<file path="src/hdl/assert_macros.svh">
// Assertion macros shared by the trimmed-mean filter RTL.
`ifndef ASSERT_MACROS_SVH
`define ASSERT_MACROS_SVH

// Property checked at every rising clk edge outside reset.
`define TMF_ASSERT(lbl, prop, msg) \
  lbl: assert property (@(posedge clk) disable iff (rst) prop) else $error(msg);

// Condition that must never be true outside reset.
`define TMF_ASSERT_NEVER(lbl, expr, msg) \
  lbl: assert property (@(posedge clk) disable iff (rst) !(expr)) else $error(msg);

`endif

</file>
<file path="src/hdl/tmf_pkg.sv">
// Shared constants, types and helpers of the trimmed-mean ADC filter.
package tmf_pkg;

  localparam int DEPTH    = 64;
  localparam int CHANNELS = 8;
  localparam int TRIM     = 10;

  localparam int SAMPLE_W = 12;
  localparam int CHAN_W   = 3;
  localparam int PTR_W    = $clog2(DEPTH);
  localparam int CH_IDX_W = (CHANNELS > 1) ? $clog2(CHANNELS) : 1;
  localparam int ADDR_W   = $clog2(CHANNELS * DEPTH);

  // Trim that swallows the whole window gives a zero mean.
  localparam bit DEGENERATE = (DEPTH <= 2 * TRIM);
  localparam int KEEP_CNT   = DEGENERATE ? 1 : DEPTH - 2 * TRIM;
  localparam int RANK_LO    = TRIM;
  localparam int RANK_HI    = DEPTH - TRIM;

  localparam int SUM_W = $clog2(DEPTH * ((1 << SAMPLE_W) - 1) + 1);

  localparam logic FUNC_STORE = 1'b0;
  localparam logic FUNC_QUERY = 1'b1;

  typedef struct packed {
    logic                en;
    logic [CH_IDX_W-1:0] ch;
    logic [PTR_W-1:0]    idx;
  } rd_req_t;

  function automatic logic [ADDR_W-1:0] mem_addr(input logic [CH_IDX_W-1:0] ch,
                                                 input logic [PTR_W-1:0]    idx);
    return ADDR_W'(int'(ch) * DEPTH + int'(idx));
  endfunction

endpackage

</file>
<file path="src/hdl/tmf_div.sv">
// Divider by the kept-sample count, built as a constant reciprocal multiply.
`include "assert_macros.svh"

module tmf_div (
  input  logic                          clk,
  input  logic                          rst,
  input  logic                          start,
  input  logic [tmf_pkg::SUM_W-1:0]     dividend,
  output logic                          done,
  output logic [tmf_pkg::SAMPLE_W-1:0]  quotient
);

  // floor(x / KEEP_CNT) == (x * RECIP) >> SHIFT for every x below 2**SUM_W
  localparam int     SHIFT  = tmf_pkg::SUM_W + $clog2(tmf_pkg::KEEP_CNT);
  localparam longint RECIP  = ((longint'(1) << SHIFT) + longint'(tmf_pkg::KEEP_CNT) - 1) /
                              longint'(tmf_pkg::KEEP_CNT);
  localparam int     PROD_W = 2 * tmf_pkg::SUM_W + 1;

  logic                       busy;
  logic [tmf_pkg::SUM_W-1:0]  dvd;
  logic [PROD_W-1:0]          prod;

  assign prod = PROD_W'(dvd) * PROD_W'(RECIP);

  // Sum registered on start, quotient registered in the next cycle.
  always_ff @(posedge clk) begin
    if (rst) begin
      busy <= 1'b0;
      done <= 1'b0;
    end else begin
      done <= 1'b0;
      if (start) begin
        busy <= 1'b1;
        dvd  <= dividend;
      end else if (busy) begin
        busy     <= 1'b0;
        done     <= 1'b1;
        quotient <= prod[SHIFT +: tmf_pkg::SAMPLE_W];
      end
    end
  end

  `TMF_ASSERT_NEVER(a_start_while_busy, start && busy, "divider restarted while busy")

endmodule
</file>
<file path="config.mk">
export PLATFORM = sky130hd
export DESIGN_NAME = tmf_div
export DESIGN_NICKNAME = d
export VERILOG_FILES = /design/src/hdl/tmf_pkg.sv /design/src/hdl/tmf_div.sv
export VERILOG_INCLUDE_DIRS = /design/src /design/src/hdl
export SDC_FILE = /design/constraint.sdc
export NUM_CORES = 1
export LEC_CHECK = 0
export ABC_AREA = 1
export BUFFER_PORTS_ARGS = -buffer_cell sky130_fd_sc_hd__buf_2
export CORE_ASPECT_RATIO = 0.7
export CORE_UTILIZATION = 55
export DETAILED_ROUTE_END_ITERATION = 12
export PLACE_DENSITY = 0.73
export SLEW_MARGIN = 0
export SYNTH_ARGS = -nofsm -noshare
export SYNTH_HDL_FRONTEND = slang
export SYNTH_SLANG_ARGS = --single-unit
</file>
<file path="constraint.sdc">
create_clock -name clk -period 7 [get_ports clk]
set_input_delay 0.7 -clock clk [delete_from_list [all_inputs] [get_ports clk]]
set_output_delay 0.7 -clock clk [all_outputs]
set_load 0.02 [all_outputs]
</file>
==> Implementation_results.wiki <==
{| class="wikitable"
! Metric !! Value
|-
| Cell with the most instances after synthesis || sky130_fd_sc_hd__inv_1
|-
| Highest Clock Rate || 182 MHz
|-
| H-tree depth reported by CTS || 2
|-
| Share of layout cells above drive strength 1 || 5.69%
|-
| Remaining routing DRC violations || 1
|-
| Effective utilization at floorplan || 57.4%
|-
| CTS tree || built
|-
| Unrepaired setup endpoints after global routing || false
|-
| Worst Clk Skew || 0.00417 ns
|-
| Sequential element share of the synthesized area || 13.0%
|-
| Actual slew at the worst max-slew pin || 1.09 ns
|-
| Cells taking the most area after synthesis || sky130_fd_sc_hd__fa_1, sky130_fd_sc_hd__ha_1, sky130_fd_sc_hd__inv_1, sky130_fd_sc_hd__edfxtp_1, sky130_fd_sc_hd__nand2_1
|-
| Routed WL per cell || 16.1 µm
|-
| Worst reg2reg path depth || 20
|-
| Sum of met2 wire segment lengths after detailed routing || roughly 7000 µm
|-
| Synthesized cell area || slightly above 0.007 mm²
|-
| Hold crit path type || reg2reg
|-
| Top layer in use || met4
|-
| Number of nets produced by synthesis || between 1,000 and 1,500
|-
| Buffer and inverter count on the worst path || 5
|-
| Via count of the first global-routing pass || approximately 5,600
|-
| Iter 0 DRT Violations || 352
|-
| Worst Path Required || 7.05 ns
|-
| Post-detailed-routing wire length || between 15,000 and 20,000 µm
|-
| Number of synthesized flops with an enable pin || 30
|-
| Cell count after synthesis || 854
|-
| Violations in the final reports || DRC
|-
| Horizontal extent of the die || around 140 µm
|-
| Worst flop-to-flop path endpoint || quotient[11]
|-
| Dominant cell type by count on the critical path || sky130_fd_sc_hd__fa_1
|-
| Max-cap check violation count || 0
|-
| Count of synthesis-stage warnings from yosys || 0
|-
| Post-synthesis to final-layout area growth || 7.45%
|-
| Critical path cell sequence || fa_1, inv_1, fa_1, inv_1, fa_1, fa_1, fa_1, inv_1, fa_1, inv_1, ha_1, nand2_1, nor2_1, inv_1, nor3_1, nand2_1, nand2_1, nand2_1, nand3_1, nand2_1
|-
| TritonRoute pass-1 iters || 11
|-
| Boundary pin count || 34
|-
| Floorplan row count || 34
|-
| Detailed Place HPWL || 15,100 µm
|-
| Final worst path period need || 5.50 ns
|-
| Synth Area per Inst || 8.46 µm²
|-
| Critical R2R Launch || dvd[12]
|-
| CTS sink cnt || 32
|-
| Number of vias after detailed routing || approximately 5,300
|-
| Result of the run || finished with violations
|-
| Worst endpoint data arrival time || ~5.6 ns
|-
| DR vias/cell || 5.04
|-
| Timing startpoint of the critical path || dvd[12]
|-
| Insertion delay to the later sink of the worst-skew pair || 0.29 ns
|-
| Area inside the core boundary || 0.0126 mm²
|-
| Clock buffers created by TritonCTS || 5
|-
| Total routing usage reported by global routing || 28.2%
|-
| Initial antenna violation count || 0
|-
| Seq cells post-synth || 32
|-
| Total of cells resized after clock tree synthesis || 0
|-
| CP Max Fanout || 5
|-
| Final antenna diode count || 0
|-
| Global-route wire length before repair || 29,100 µm
|-
| Port bufs || 33
|-
| Final Hold Slack || 0.440 ns
|-
| Most area-hungry cell type in the Yosys netlist || sky130_fd_sc_hd__fa_1
|-
| Grt ovf || 0
|-
| Final antenna-violating net count || 0
|-
| Worst R2R Setup Slack || 1.50 ns
|-
| Final design utilization || 61.6%
|-
| Portion of synthesized cell area occupied by the leading cell type || between 30% and 40%
|-
| Count of final setup violators || 0
|-
| Largest incremental delay on the critical path || 0.60 ns
|-
| Type of element launching the critical path || flop
|-
| Post-synth top flop || sky130_fd_sc_hd__edfxtp_1
|-
| Root Buffer Master || sky130_fd_sc_hd__clkbuf_16
|-
| Remaining max-slew budget at the tightest pin || 27.1%
|-
| Height of the chip || around 98 µm
|-
| Cell depth of the worst setup path || 20
|-
| Share of flip-flops with an asynchronous set or reset after synthesis || 0%
|-
| Sum of negative setup slack || 0 ns
|-
| Worst Hold Launch || busy
|-
| Number of buffers on the longest clock path || 2
|-
| CP max stage cell || sky130_fd_sc_hd__fa_1
|-
| Largest net degree at the start of global routing || 19
|-
| Ranking of synthesized cells by instance count || sky130_fd_sc_hd__inv_1, sky130_fd_sc_hd__nand2_1, sky130_fd_sc_hd__ha_1
|-
| Endpoint kind of the worst setup timing path || flop
|-
| CP top delay family || adder cells
|-
| Buffers inserted during post-CTS setup optimization || 0
|-
| Critical Setup Path Class || reg2reg
|-
| Final-report hold violation count || 0
|-
| Met3 Routed Length || 1090 µm
|-
| Cell variety after synth || 24
|-
| Count of nets after finishing || between 1,000 and 1,500
|-
| Period utilisation layout || 78.6%
|-
| Number of hold buffers added after cts || 0
|-
| End point of the critical path || quotient[11]
|-
| Routed length on met1 || 8770 µm
|-
| Clock input transition at the sequential cells of the worst setup and hold paths || 0.06 ns
|-
| Overall die area || 0.0136 mm²
|-
| Slew Limit Fails || 0
|-
| Gp weighted congestion || around 0.96
|}
-- flip-flops by register name, summed over array words and instances (netlist names) --
signal    count
done          1
quotient     12
dvd          18
busy          1
-- through the flow --
step,cell area [µm²],setup WS [ns],std cells
after floorplan,7220,1.95,854
final,7760,1.50,1058
after global routing,7760,1.19,1058
after CTS,7760,1.49,1058
after detailed placement,7600,1.52,1050
after global placement,7600,1.55,1050
-- per-layer routing --
metal  up-vias  GRT usage (%)
met5         -              0
met4         0           4.87
met3        12           4.61
met2       149           42.0
met1      2516           43.4
li1       2655              -
-- worst min-delay path, stage by stage (launching register included) --
cell and delay, ns:
sky130_fd_sc_hd__dfxtp_1 0.29, sky130_fd_sc_hd__nand2_1 0.07, sky130_fd_sc_hd__nor2_1 0.04
-- layout by cell type, fill, tap and decap left out --
cell	instances
sky130_fd_sc_hd__nand2_2	2
sky130_fd_sc_hd__fa_1	109
sky130_fd_sc_hd__nand3_1	24
sky130_fd_sc_hd__edfxtp_1	30
sky130_fd_sc_hd__a21boi_1	1
sky130_fd_sc_hd__bufinv_16	1
sky130_fd_sc_hd__nor3_1	6
sky130_fd_sc_hd__xor2_1	5
sky130_fd_sc_hd__a21oi_1	29
sky130_fd_sc_hd__nand3b_1	1
sky130_fd_sc_hd__dfxtp_1	2
sky130_fd_sc_hd__nand3_2	1
sky130_fd_sc_hd__nor4_2	1
sky130_fd_sc_hd__inv_1	266
sky130_fd_sc_hd__o21bai_1	5
sky130_fd_sc_hd__o21ai_0	13
sky130_fd_sc_hd__a21o_1	2
sky130_fd_sc_hd__nor2_1	50
sky130_fd_sc_hd__buf_4	1
sky130_fd_sc_hd__inv_2	1
sky130_fd_sc_hd__clkinv_1	2
sky130_fd_sc_hd__buf_2	33
sky130_fd_sc_hd__clkbuf_16	5
sky130_fd_sc_hd__ha_1	138
sky130_fd_sc_hd__xnor2_1	2
sky130_fd_sc_hd__nor3_2	3
sky130_fd_sc_hd__nand4_1	4
sky130_fd_sc_hd__nor2_2	3
sky130_fd_sc_hd__nand2_1	156
-- worst min path at each step --
| stage | end | cells past startpoint |
|---|---|---|
| after floorplan | done | 2 |
| after global placement | done | 2 |
| after detailed placement | done | 2 |
| after CTS | done | 2 |
| after global routing | done | 2 |
| final | done | 2 |
-- cell families (layout without fill, tap and decap cells) --
logic type	count (synthesis)	count (layout)	share of synthesized area [%]
adders and majority gates	247	247	54.1
AOI/OAI and AO/OA	50	50	3.74
buffers and inverters	267	309	13.9
DFF	32	32	13.0
and+or+nand+nor	251	251	14.4
xor gates and xnor gates	7	7	0.849
-- area by class of cell --
cell class | instances | area (µm²)
repair buffers | 34 | 173
flip-flops and latches | 32 | 941
clock inverters | 3 | 37.5
clock buffers | 5 | 125
multi-input cells | 555 | 5280
fillers | 1140 | 4830
inverters | 267 | 1000
well taps | 162 | 203
Power is left out: the tool's default activity adds up to more than one toggle a clock period on the data nets, which glitch-free logic cannot reach.
