===== config.mk =====
export PLATFORM = sky130hd
export DESIGN_NAME = tmf_rank
export DESIGN_NICKNAME = d
export VERILOG_FILES = /design/src/hdl/assert_macros.svh /design/src/hdl/tmf_pkg.sv /design/src/hdl/tmf_rank.sv
export SDC_FILE = /design/constraint.sdc
export NUM_CORES = 1
export LEC_CHECK = 0
export BUFFER_PORTS_ARGS = -buffer_cell sky130_fd_sc_hd__buf_2
export CAP_MARGIN = 20
export CORE_AREA = 10 10 87 89
export DETAILED_ROUTE_END_ITERATION = 8
export DIE_AREA = 0 0 97 99
export HOLD_SLACK_MARGIN = 0.1
export PLACE_DENSITY_LB_ADDON = 0.08
export SYNTH_ARGS = -nofsm -noshare
export SYNTH_HDL_FRONTEND = slang
export SYNTH_SLANG_ARGS = --single-unit

===== constraint.sdc =====
create_clock -name clk -period 6.98 [get_ports clk]
set_input_delay 0.349 -clock clk [delete_from_list [all_inputs] [get_ports clk]]
set_output_delay 0.349 -clock clk [all_outputs]
set_load 0.01 [all_outputs]

===== src/hdl/assert_macros.svh =====
// Assertion macros shared by the trimmed-mean filter RTL.
`ifndef ASSERT_MACROS_SVH
`define ASSERT_MACROS_SVH

// Property checked at every rising clk edge outside reset.
`define TMF_ASSERT(lbl, prop, msg) \
  lbl: assert property (@(posedge clk) disable iff (rst) prop) else $error(msg);

// Condition that must never be true outside reset.
`define TMF_ASSERT_NEVER(lbl, expr, msg) \
  lbl: assert property (@(posedge clk) disable iff (rst) !(expr)) else $error(msg);

`endif


===== src/hdl/tmf_pkg.sv =====
// Shared constants, types and helpers of the trimmed-mean ADC filter.
package tmf_pkg;

  localparam int DEPTH    = 64;
  localparam int CHANNELS = 8;
  localparam int TRIM     = 10;

  localparam int SAMPLE_W = 12;
  localparam int CHAN_W   = 3;
  localparam int PTR_W    = $clog2(DEPTH);
  localparam int CH_IDX_W = (CHANNELS > 1) ? $clog2(CHANNELS) : 1;
  localparam int ADDR_W   = $clog2(CHANNELS * DEPTH);

  // Trim that swallows the whole window gives a zero mean.
  localparam bit DEGENERATE = (DEPTH <= 2 * TRIM);
  localparam int KEEP_CNT   = DEGENERATE ? 1 : DEPTH - 2 * TRIM;
  localparam int RANK_LO    = TRIM;
  localparam int RANK_HI    = DEPTH - TRIM;

  localparam int SUM_W = $clog2(DEPTH * ((1 << SAMPLE_W) - 1) + 1);

  localparam logic FUNC_STORE = 1'b0;
  localparam logic FUNC_QUERY = 1'b1;

  typedef struct packed {
    logic                en;
    logic [CH_IDX_W-1:0] ch;
    logic [PTR_W-1:0]    idx;
  } rd_req_t;

  function automatic logic [ADDR_W-1:0] mem_addr(input logic [CH_IDX_W-1:0] ch,
                                                 input logic [PTR_W-1:0]    idx);
    return ADDR_W'(int'(ch) * DEPTH + int'(idx));
  endfunction

endpackage


===== src/hdl/tmf_rank.sv =====
// Rank sequencer: finds each sample's sorted position and sums the kept band.
module tmf_rank (
  input  logic                          clk,
  input  logic                          rst,
  input  logic                          start,
  input  logic [tmf_pkg::CH_IDX_W-1:0]  start_ch,
  output tmf_pkg::rd_req_t              rd_req,
  input  logic [tmf_pkg::SAMPLE_W-1:0]  rd_data,
  output logic                          done,
  output logic [tmf_pkg::SUM_W-1:0]     sum
);

  typedef enum logic [2:0] {R_IDLE, R_PIVOT, R_CAPTURE, R_SCAN, R_ACC} state_t;

  state_t                       state;
  logic [tmf_pkg::CH_IDX_W-1:0] ch;
  logic [tmf_pkg::PTR_W-1:0]    piv_idx;
  logic [tmf_pkg::PTR_W-1:0]    cmp_idx;
  logic [tmf_pkg::SAMPLE_W-1:0] pivot;
  logic [tmf_pkg::PTR_W-1:0]    rank;
  logic                         scan_last;
  logic                         less;
  logic                         in_band;

  assign scan_last = (cmp_idx == tmf_pkg::PTR_W'(tmf_pkg::DEPTH - 1));

  // Ties broken by window index so every sample gets a distinct rank.
  assign less = (rd_data < pivot) || ((rd_data == pivot) && (cmp_idx < piv_idx));
  assign in_band = (int'(rank) >= tmf_pkg::RANK_LO) && (int'(rank) < tmf_pkg::RANK_HI);

  always_comb begin
    rd_req.ch  = ch;
    rd_req.en  = 1'b0;
    rd_req.idx = cmp_idx + 1'b1;
    case (state)
      R_PIVOT: begin
        rd_req.en  = 1'b1;
        rd_req.idx = piv_idx;
      end
      R_CAPTURE: begin
        rd_req.en  = 1'b1;
        rd_req.idx = '0;
      end
      R_SCAN: begin
        rd_req.en = !scan_last;
      end
      default: begin
        rd_req.en = 1'b0;
      end
    endcase
  end

  always_ff @(posedge clk) begin
    if (rst) begin
      state <= R_IDLE;
      done  <= 1'b0;
    end else begin
      done <= 1'b0;
      unique case (state)
        R_IDLE: begin
          if (start) begin
            ch      <= start_ch;
            piv_idx <= '0;
            sum     <= '0;
            state   <= R_PIVOT;
          end
        end
        R_PIVOT: begin
          state <= R_CAPTURE;
        end
        R_CAPTURE: begin
          pivot   <= rd_data;
          rank    <= '0;
          cmp_idx <= '0;
          state   <= R_SCAN;
        end
        R_SCAN: begin
          rank <= rank + tmf_pkg::PTR_W'(less);
          if (scan_last) begin
            state <= R_ACC;
          end else begin
            cmp_idx <= cmp_idx + 1'b1;
          end
        end
        R_ACC: begin
          if (in_band) begin
            sum <= sum + tmf_pkg::SUM_W'(pivot);
          end
          if (piv_idx == tmf_pkg::PTR_W'(tmf_pkg::DEPTH - 1)) begin
            done  <= 1'b1;
            state <= R_IDLE;
          end else begin
            piv_idx <= piv_idx + 1'b1;
            state   <= R_PIVOT;
          end
        end
        default: begin
          state <= R_IDLE;
        end
      endcase
    end
  end

endmodule


==> impl_metrics.env <==
export IMPL_synthXorXnorAreaFrac_pct=4.87
export IMPL_period_needed_ps=2630
export IMPL_netlist_area_um2=3420
export IMPL_setup_viol=0
export IMPL_crit_fanout=2
export IMPL_portBuffers=46
export IMPL_grt_pass1_wl_mm=12.7
export IMPL_die_area_um2=9600
export IMPL_grt_max_degree=21
export IMPL_synthArstFlopShare_pct=0
export IMPL_routed_via_count=2672
export IMPL_rows=28
export IMPL_finalInstanceArea_um2=3850
export IMPL_drc=0
export IMPL_syn_nets=383
export IMPL_grt_pass1_vias=2612
export IMPL_synth_fa_ha_area_share_pct=12.7
export IMPL_n_antenna_cell=0
export IMPL_fmax_mhz=380
export IMPL_htree_levels=2
export IMPL_cts_sinks=55
export IMPL_initial_core_util_pct=58.4
export IMPL_synthMuxAreaShare_pct=0.293
export IMPL_yosysTopAreaCell="edfxtp_1"
export IMPL_ant_nets=0
export IMPL_synth_warnings=0
export IMPL_status="completed"
export IMPL_synth_top_cell_area_share_pct=44.8
export IMPL_intPower_mw=0.546
export IMPL_layout_setup_ws_ps=4350
export IMPL_p_per_area_nw_per_um2=197
export IMPL_postPlaceCellArea_um2=3730
export IMPL_fin_nets=431
export IMPL_syn_instance_count=331
export IMPL_routed_wire_length_per_instance_um=16.6
export IMPL_hp_class="input port to flip-flop"
export IMPL_dp_hpwl_mm=5.83
export IMPL_cts_resized=0
export IMPL_combPwrFrac_pct=18.9
export IMPL_worst_slew_pin_slew_ps=932
export IMPL_hold_buffers=0
export IMPL_ys_flop_type="edfxtp_1"
export IMPL_route_final_wire_length_mm=7.55
export IMPL_chipWidth_um=97
export IMPL_cts_tree="done"
export IMPL_overflow=0
export IMPL_avgSynthCellArea_um2=10.3
export IMPL_finalMaxSlewViolations=0
export IMPL_maxCapViolations=0
export IMPL_io_pins=47
export IMPL_finalCoreUtilization_pct=65.7
export IMPL_pre_cts_ws_ps=4310
export IMPL_power_frac_clock_pct=28.7
export IMPL_fillers=461
export IMPL_yosys_area_share_simple_pct=15.7
export IMPL_synth_compound_area_share_pct=15.6
export IMPL_area_growth_pct=12.5
export IMPL_core_region_area_um2=5850
export IMPL_rsz0062_at_grt="no"
export IMPL_hold_viol_final=0
export IMPL_fin_worst_skew_ps=13.4
export IMPL_ys_seq_elements=55
export IMPL_final_layout_size_suffix_gt1_share_pct=16.8
export IMPL_crit_required_ps=7050
export IMPL_cts_buffer_depth=2
export IMPL_ir_worst_vdd_mv=0.135
export IMPL_crit_type="flip-flop to flip-flop"
export IMPL_post_cts_buffers=0
export IMPL_clkTransAtPathRegs_ps=100
export IMPL_cts_root_buf="clkbuf_8"
export IMPL_crit_path_end_kind="flip-flop"
export IMPL_drtIter0Drc=129
export IMPL_pwr_share_seq_pct=52.4
export IMPL_yosysSeqAreaShare_pct=47.1
export IMPL_netSwitchingPower_mw=0.212
export IMPL_routabilityCongestion=0.843
export IMPL_netlist_top_cells_count="51 x edfxtp_1, 35 x nor2_1, 33 x ha_1, 25 x inv_1, 24 x nand2_1"
export IMPL_crit_path_start_kind="flip-flop"
export IMPL_drt_pass1_iter_count=5
export IMPL_grtUsageTotal_pct=15.7
export IMPL_finalCritPeriodShare_pct=37.7
export IMPL_grt_antenna_before_repair=0
export IMPL_via_per_inst=5.87
export IMPL_p_sw_share_pct=28.0
export IMPL_tns_ps=0
export IMPL_cts_made_buffers=5
export IMPL_worst_ep_arrival_time_ps=2700
export IMPL_synth_distinct_cells=48
export IMPL_maxSlewHeadroom_pct=37.4
export IMPL_synth_edf_count=51
export IMPL_die_y_um=99
export IMPL_synth_top_family_by_area="simple AND/OR/NAND/NOR gates"
export IMPL_synth_area_leaders="edfxtp_1 45%, ha_1 12%, nor2_1 3.8%, a21oi_1 3.1%, xnor2_1 2.8%"
export IMPL_clk_latency_ps=320
export IMPL_synth_most_common_cell="edfxtp_1"
export IMPL_power_leakage_nw=1.65
-- flip-flops by register name, indices dropped and copies added, names as in the netlist --
register and flops:
sum 18, rank 6, cmp_idx 6, piv_idx 6, state 3, ch 3, done 1, pivot 12
-- through the flow --
step | total power [mW] | hold slack [ps] | cells
floorplan | 0.498 | 421 | 331
global placement | 0.542 | 527 | 445
detailed placement | 0.546 | 528 | 446
CTS | 0.761 | 190 | 454
global route | 0.796 | 177 | 455
finish | 0.758 | 203 | 455
-- cell type report --
type / instances / area (um2) / share of cell area [%]
multi-input combinational: 244 / 1680 / 43.7
sequential: 55 / 1610 / 41.9
timing repair buffer: 48 / 253 / 6.57
inverter: 25 / 93.8 / 2.44
tap: 75 / 93.8 / 2.44
clock buffer: 5 / 68.8 / 1.79
clock inverter: 3 / 43.8 / 1.14
-- routing by layer --
layer | global-route usage [%] | part of all wire [%] | vias to the layer above
li1 | - | - | 1320
met3 | 3.56 | 4.5 | 7
met4 | 5.33 | 0.93 | 0
met5 | 0 | 0 | -
met2 | 26.7 | 50 | 75
met1 | 19.2 | 44 | 1270
-- critical path, stage by stage (launching register included) --
cell	delay (ps)
edfxtp_1	430
inv_1	80
ha_1	230
a21o_1	160
a21o_1	170
a211o_1	290
a32oi_1	200
a32o_1	160
ha_1	180
ha_1	190
nand3_1	100
xor2_1	140
nor2_1	50
-- power groups by stage --
stage,clock [mW],combinational [mW],sequential [mW]
detailed placement,0,0.142,0.405
CTS,0.221,0.143,0.397
global route,0.235,0.161,0.400
floorplan,0,0.0959,0.402
finish,0.218,0.143,0.397
global placement,0,0.137,0.404
-- cell families after synthesis --
logic type / Yosys count
mux: 1
buf+inv: 32
simple gates: 111
flops: 55
fa+ha+maj: 34
compound gates: 79
xor+xnor: 19
-- placed cells by master (no fill, tap or decap), types with 2 or more instances in the layout --
cell	instances
a211o_1	6
a21o_1	9
a21oi_1	20
a21oi_2	3
a22o_1	5
a31o_2	2
a31oi_1	2
and2_1	6
and3_1	7
buf_2	46
clkbuf_8	5
dfxtp_1	4
edfxtp_1	51
ha_1	33
inv_1	25
nand2_1	24
nand2b_1	2
nand3_1	8
nand4_1	11
nor2_1	35
nor2b_1	2
nor3_1	10
o21a_1	2
o21ai_0	15
o21ai_1	3
or3_2	2
xnor2_1	11
xor2_1	8
-- worst paths after layout --
| kind | from | endpoint | slack [ps] | cells after the start |
|---|---|---|---|---|
| setup / recovery | pivot[7]$_DFFE_PP_ | rank[4]$_SDFFCE_PN0P_ | 4350 | 12 |
| hold / removal | start_ch[2] | ch[2]$_DFFE_PP_ | 200 | 1 |
| setup reg to reg | pivot[7]$_DFFE_PP_ | rank[4]$_SDFFCE_PN0P_ | 4350 | 12 |
| hold reg to reg | sum[17]$_SDFFCE_PN0P_ | sum[17]$_SDFFCE_PN0P_ | 660 | 2 |
Note: power is estimated with default switching activity, not from simulation.
